## src/sv/ipapf_pkg.sv

```systemverilog
// ----------------------------------------------------------------------------
// ipapf_pkg
// Types and constants for the public IP address filter.
// ----------------------------------------------------------------------------
package ipapf_pkg;

   localparam logic [1:0] FAM_IPV4 = 2'd0;
   localparam logic [1:0] FAM_IPV6 = 2'd1;

   localparam int unsigned PIPE_DEPTH = 3;

   // IPv6 decode result
   typedef struct packed {
      logic embed_v4;   // address carries an IPv4 address
      logic native_bad; // unsafe under the native IPv6 rules
   } v6_class_type;

   // IPv4 range hits, grouped by how many octets they test
   typedef struct packed {
      logic hit_one;
      logic hit_two;
      logic hit_three;
   } v4_flags_type;

endpackage

```

## src/sv/ipapf_v6_class.sv

```systemverilog
// ----------------------------------------------------------------------------
// ipapf_v6_class
// Decodes an IPv6 address: embedded IPv4 forms and native unsafe blocks.
// ----------------------------------------------------------------------------
module ipapf_v6_class (
   input  logic                   [63:0] addr_high,
   input  logic                   [63:0] addr_low,
   output ipapf_pkg::v6_class_type       v6_class
);
   import ipapf_pkg::*;

   logic        hi_zero;
   logic        top_zero;
   logic        top_ffff;
   logic        v4_gt1;
   logic        nat64;
   logic [7:0]  b0;
   logic [7:0]  b1;
   logic [7:0]  b2;
   logic [7:0]  b3;
   logic [31:0] top32;

   always_comb begin
      b0       = addr_high[63:56];
      b1       = addr_high[55:48];
      b2       = addr_high[47:40];
      b3       = addr_high[39:32];
      top32    = addr_high[63:32];
      hi_zero  = (addr_high == 64'd0);
      top_zero = (addr_low[63:32] == 32'd0);
      top_ffff = (addr_low[63:32] == 32'h0000_ffff);
      v4_gt1   = |addr_low[31:1];
      nat64    = (addr_high == 64'h0064_ff9b_0000_0000);

      v6_class.embed_v4 = (hi_zero && top_ffff) || (hi_zero && top_zero && v4_gt1)
                       || (nat64 && top_zero);

      v6_class.native_bad = (hi_zero && top_zero && !v4_gt1)
                         || (b0[7:1] == 7'h7e)
                         || (b0 == 8'hfe && b1[7:6] == 2'b10)
                         || (b0 == 8'hff)
                         || (b0[7:5] != 3'b001)
                         || (top32 == 32'h2001_0000)
                         || (top32 == 32'h2001_0002)
                         || (top32 == 32'h2001_0db8)
                         || (b0 == 8'h20 && b1 == 8'h01 && b2 == 8'h00
                             && (b3[7:4] == 4'h1 || b3[7:4] == 4'h2))
                         || (b0 == 8'h20 && b1 == 8'h02);
   end

endmodule

```

## src/sv/ipapf_v4_check.sv

```systemverilog
// ----------------------------------------------------------------------------
// ipapf_v4_check
// Matches an IPv4 address against the special-purpose ranges.
// ----------------------------------------------------------------------------
module ipapf_v4_check (
   input  logic                   [31:0] v4_addr,
   output ipapf_pkg::v4_flags_type       v4_flags
);
   import ipapf_pkg::*;

   logic [7:0] o0;
   logic [7:0] o1;
   logic [7:0] o2;

   always_comb begin
      o0 = v4_addr[31:24];
      o1 = v4_addr[23:16];
      o2 = v4_addr[15:8];

      v4_flags.hit_one = (o0 == 8'd0) || (o0 == 8'd10) || (o0 == 8'd127)
                      || (o0 >= 8'd224);

      v4_flags.hit_two = (o0 == 8'd172 && o1[7:4] == 4'd1)
                      || (o0 == 8'd192 && o1 == 8'd168)
                      || (o0 == 8'd169 && o1 == 8'd254)
                      || (o0 == 8'd100 && o1[7:6] == 2'b01)
                      || (o0 == 8'd198 && o1[7:1] == 7'd9);

      v4_flags.hit_three = (o0 == 8'd192 && o1 == 8'd0 && (o2 == 8'd0 || o2 == 8'd2))
                        || (o0 == 8'd192 && o1 == 8'd88 && o2 == 8'd99)
                        || (o0 == 8'd198 && o1 == 8'd51 && o2 == 8'd100)
                        || (o0 == 8'd203 && o1 == 8'd0 && o2 == 8'd113);
   end

endmodule

```

## src/sv/ip_address_public_filter.sv

```systemverilog
// rsp_valid follows start through the register stages below. Throughput: one transaction per cycle.
// Three register stages: address decode, IPv4 range match, final select.
// busy is held low; the result strobe cannot be held off by the receiver.
// Synchronous active-high reset clears the stage valid bits only.
// ----------------------------------------------------------------------------
// ip_address_public_filter
// Flags IP addresses that are non-public or of a disallowed family.
// ----------------------------------------------------------------------------
module ip_address_public_filter (
   input  logic        clock,
   input  logic        reset,
   input  logic        start,
   output logic        busy,
   input  logic [1:0]  req_addr_family,
   input  logic [63:0] req_addr_high,
   input  logic [63:0] req_addr_low,
   output logic        rsp_valid,
   output logic        rsp_unsafe
);
   import ipapf_pkg::*;

   v6_class_type v6_class;
   v4_flags_type v4_flags;

   logic         s1_valid_in;
   logic         s1_use_v4_in;
   logic         s1_fixed_in;
   logic         s1_valid_ff;
   logic         s1_use_v4_ff;
   logic         s1_fixed_ff;
   logic [31:0]  s1_v4_addr_ff;

   logic         s2_valid_ff;
   logic         s2_use_v4_ff;
   logic         s2_fixed_ff;
   v4_flags_type s2_flags_ff;

   logic         rsp_unsafe_in;
   logic         rsp_valid_ff;
   logic         rsp_unsafe_ff;

   ipapf_v6_class u_v6_class (
      .addr_high (req_addr_high),
      .addr_low  (req_addr_low),
      .v6_class  (v6_class)
   );

   always_comb begin
      s1_valid_in = start && !busy;
      case (req_addr_family)
         FAM_IPV4: begin
            s1_use_v4_in = 1'b1;
            s1_fixed_in  = 1'b0;
         end
         FAM_IPV6: begin
            s1_use_v4_in = v6_class.embed_v4;
            s1_fixed_in  = v6_class.native_bad;
         end
         default: begin
            s1_use_v4_in = 1'b0;
            s1_fixed_in  = 1'b1;
         end
      endcase
   end

   always_ff @(posedge clock) begin
      if (reset) begin
         s1_valid_ff <= 1'b0;
      end else begin
         s1_valid_ff <= s1_valid_in;
      end
      s1_use_v4_ff  <= s1_use_v4_in;
      s1_fixed_ff   <= s1_fixed_in;
      s1_v4_addr_ff <= req_addr_low[31:0];
   end

   ipapf_v4_check u_v4_check (
      .v4_addr  (s1_v4_addr_ff),
      .v4_flags (v4_flags)
   );

   always_ff @(posedge clock) begin
      if (reset) begin
         s2_valid_ff <= 1'b0;
      end else begin
         s2_valid_ff <= s1_valid_ff;
      end
      s2_use_v4_ff <= s1_use_v4_ff;
      s2_fixed_ff  <= s1_fixed_ff;
      s2_flags_ff  <= v4_flags;
   end

   always_comb begin
      if (s2_use_v4_ff) begin
         rsp_unsafe_in = s2_flags_ff.hit_one || s2_flags_ff.hit_two
                      || s2_flags_ff.hit_three;
      end else begin
         rsp_unsafe_in = s2_fixed_ff;
      end
   end

   always_ff @(posedge clock) begin
      if (reset) begin
         rsp_valid_ff <= 1'b0;
      end else begin
         rsp_valid_ff <= s2_valid_ff;
      end
      rsp_unsafe_ff <= rsp_unsafe_in;
   end

   assign busy       = 1'b0;
   assign rsp_valid  = rsp_valid_ff;
   assign rsp_unsafe = rsp_unsafe_ff;

endmodule

```

## config.mk

```make
export PLATFORM = sky130hd
export DESIGN_NAME = ip_address_public_filter
export DESIGN_NICKNAME = d
export VERILOG_FILES = /design/src/sv/ipapf_pkg.sv /design/src/sv/ipapf_v6_class.sv /design/src/sv/ipapf_v4_check.sv /design/src/sv/ip_address_public_filter.sv
export SDC_FILE = /design/constraint.sdc
export NUM_CORES = 1
export LEC_CHECK = 0
export BUFFER_PORTS_ARGS = -buffer_cell sky130_fd_sc_hd__buf_2
export CORE_MARGIN = 5
export CORE_UTILIZATION = 27
export DETAILED_ROUTE_END_ITERATION = 8
export GPL_TIMING_DRIVEN = 0
export PLACE_DENSITY_LB_ADDON = 0.25
export SLEW_MARGIN = 20
export SYNTH_ARGS = -nofsm -noshare
export SYNTH_HDL_FRONTEND = slang
export SYNTH_SLANG_ARGS = --single-unit
```

## constraint.sdc

```tcl
create_clock -name clock -period 2.75 [get_ports clock]
set_input_delay 0.4125 -clock clock [delete_from_list [all_inputs] [get_ports clock]]
set_output_delay 0.4125 -clock clock [all_outputs]
set_load 0.005 [all_outputs]
```

==> reports/summary.txt <==
Share of layout cells above drive strength 1 - 0.452
Most numerous cell in the Yosys netlist - dfxtp_1
Number of antenna diodes - 0
Min-delay src - req_addr_low[27]
Reg-to-reg endpoint - s2_flags_ff[1]
Mean Syn Cell Area - 8.72 um2
Slew Viols, Final - 0
Dpl hpwl - 4890 um
Share of the synthesized area in the top cell type - 0.462
Final Power - 1.06 mW
CTS clock-pin slew for the worst setup and hold paths - 0.06 ns
H-tree depth - 2
Die width - 85.0 um
Filler instances - 571
Fin worst setup slack - 1.07 ns
Number of global-route vias before repair - 2032
Worst IR Drop VDD - 182 uV
Area grow syn2layout - 55.6%
Cells on Worst Hold Path - 1
Initial antenna violation count - 0
Port Buffers - 133
Via/cell ratio - 5.01
Min Tclk post-route - 1.68 ns
Ranking of synthesized cells by area - dfxtp_1 46%, nor4_1 12%, nand4_1 7.0%
Number of enable flip-flop cells after synthesis - 0
Sequential power share - 0.524
Synthesized instance count - 174
First DRT Iteration DRCs - 61
Hold path endpoint - s1_v4_addr_ff[27]
Die area - 7220 um2
Drt first pass iters - 4
Final worst-path cycle share - 0.610
RD Place Congestion - 0.900
DRC viols - 0
PostCTS Resize Cnt - 0
Synth cell types - 32
Sw frac - 0.228
Most instantiated cells after synthesis - 35 x dfxtp_1, 30 x nor4_1, 17 x nand4_1, 17 x nor2_1, 16 x nor3_1
Crit path DAT - 1.83 ns
Total CTS buffers - 5
Multi-input gate area - 802 um2
Clk root buf - clkbuf_8
First-pass GRT wire length - 8730 um
P per Cell Area - 448 nW/um2
Starting Density - 0.277
FF/Latch Area - 701 um2
Seq/Total Area, Yosys - 0.462
Outcome - completed
Max clock buf depth - 2
Reg2Reg Depth - 5
Wire length per cell - 14.2 um
Ys Warns - 0
WL final - 5480 um
Worst path required time - 2.91 ns
Startpoint Class - input port
Clk_skew - 0.00384 ns
Critical setup path kind - in -> reg
Post-Place Worst Slack - 0.749 ns
Final nets - 447
Worst Hold Class - in -> reg
Critical Path End Type - flip-flop
Area leader, netlist - dfxtp_1
Comb power frac - 0.141
Cell Int Power - 0.817 mW
Total gr overflow - 0
RR Startpoint - s1_v4_addr_ff[28]
Mapped Area - 1520 um2
Hold Buf Count CTS - 0
Clk Latency, worst-skew pair - 0.28 ns
Ys flop type - dfxtp_1
Reg2reg setup slack - 1.31 ns
Setup TNS - 0 ns
Largest net degree at the start of global routing - 11
Setup Viol. Count Final - 0
Final hold violations - 0
Setup bufs post-CTS - 0
Max-Cap Viols - 0
All-layer global routing usage - 0.149
Clock sink total - 35
Synth async-reset ratio - 0
# rows - 27
Psw - 0.241 mW
Dpl cells - 379
Clock power share - 0.335
Peak Freq - 597 MHz
Core Footprint - 5470 um2
Unrepaired setup endpoints after global routing - no
Static leakage - 1.03 nW
Worst Path Max Fanout - 2
Die Y - 85.0 um
CTS tree - yes
Synthesized Nets - 307
Yosys reg bits - 35
Top-Level Pins - 136
Fin cells - 386
Via count - 1933
Detail Route Antenna Nets - 0
## stage by stage
| stage | hold WS (ns) | cell area, um2 | util |
|---|---|---|---|
| 6_report | 0.248 | 2360 | 0.431 |
| 5_1_grt | 0.237 | 2360 | 0.431 |
| 4_1_cts | 0.233 | 2360 | 0.431 |
| 3_5_place_dp | 0.319 | 2270 | 0.415 |
| 3_3_place_gp | 0.312 | 2270 | 0.415 |
| 2_1_floorplan | 0.310 | 1520 | - |
## cell type report
class                           count  area share
Clock buffer                        6      0.0350
Sequential cell                    35       0.297
Inverter                            2     0.00318
Multi-Input combinational cell    136       0.340
Buffer                              1     0.00318
Timing Repair Buffer              133       0.282
Tap cell                           72      0.0382
Clock inverter                      1     0.00212
## flip-flops by register name, summed over array words and instances, names as in the netlist
signal / cells
s1_v4_addr_ff: 24
s2_flags_ff: 3
rsp_unsafe: 1
rsp_valid: 1
s1_fixed_ff: 1
s1_use_v4_ff: 1
s1_valid_ff: 1
s2_fixed_ff: 1
s2_use_v4_ff: 1
s2_valid_ff: 1
## power by group through the flow
stage                     Combinational [mW]  Sequential (mW)  Clock (mW)
final                                  0.149            0.554       0.355
after detailed placement               0.148            0.565           0
after floorplan                       0.0348            0.559           0
after global routing                   0.167            0.558       0.391
after CTS                              0.149            0.554       0.374
after global placement                 0.146            0.565           0
## layer usage
metal | track usage | up-vias | part of all wire
met5 | 0 | - | 0
met4 | 0.0590 | 0 | 0.019
met3 | 0.0388 | 9 | 0.085
met2 | 0.266 | 95 | 0.53
met1 | 0.167 | 852 | 0.37
li1 | - | 977 | -
## logic make-up after synthesis
family,count (synthesis),synth area share
buffers and inverters,3,0.00990
AO/OA/AOI/OAI,16,0.0726
XOR/XNOR,1,0.00577
AND/OR/NAND/NOR,118,0.448
flip-flops,35,0.462
other,1,0.00247
## critical path, stage by stage
cell	delay, ns
buf_2	0.11
or4_1	0.56
nor4_2	0.19
nand4_1	0.14
a311oi_1	0.30
o22ai_1	0.12
## placed cells by master (no fill, tap or decap), types with 6 or more instances in the layout
cell / instances
buf_2: 133
clkbuf_8: 6
dfxtp_1: 35
nand2_1: 10
nand3_1: 7
nand4_1: 17
nor2_1: 17
nor2b_1: 7
nor3_1: 16
nor4_1: 30
## how the worst max path moves through the flow
| stage | to | slack, ns | from | cells after the start |
|---|---|---|---|---|
| global placement | s1_use_v4_ff | 0.74 | req_addr_low[19] | 6 |
| floorplan | s1_use_v4_ff | 1.09 | req_addr_low[19] | 5 |
| global route | s1_use_v4_ff | 0.98 | req_addr_low[19] | 6 |
| CTS | s1_use_v4_ff | 1.04 | req_addr_low[19] | 6 |
| detailed placement | s1_use_v4_ff | 0.75 | req_addr_low[19] | 6 |
| finish | s1_use_v4_ff | 1.07 | req_addr_low[19] | 6 |
Power figures use the tool's default switching activity.
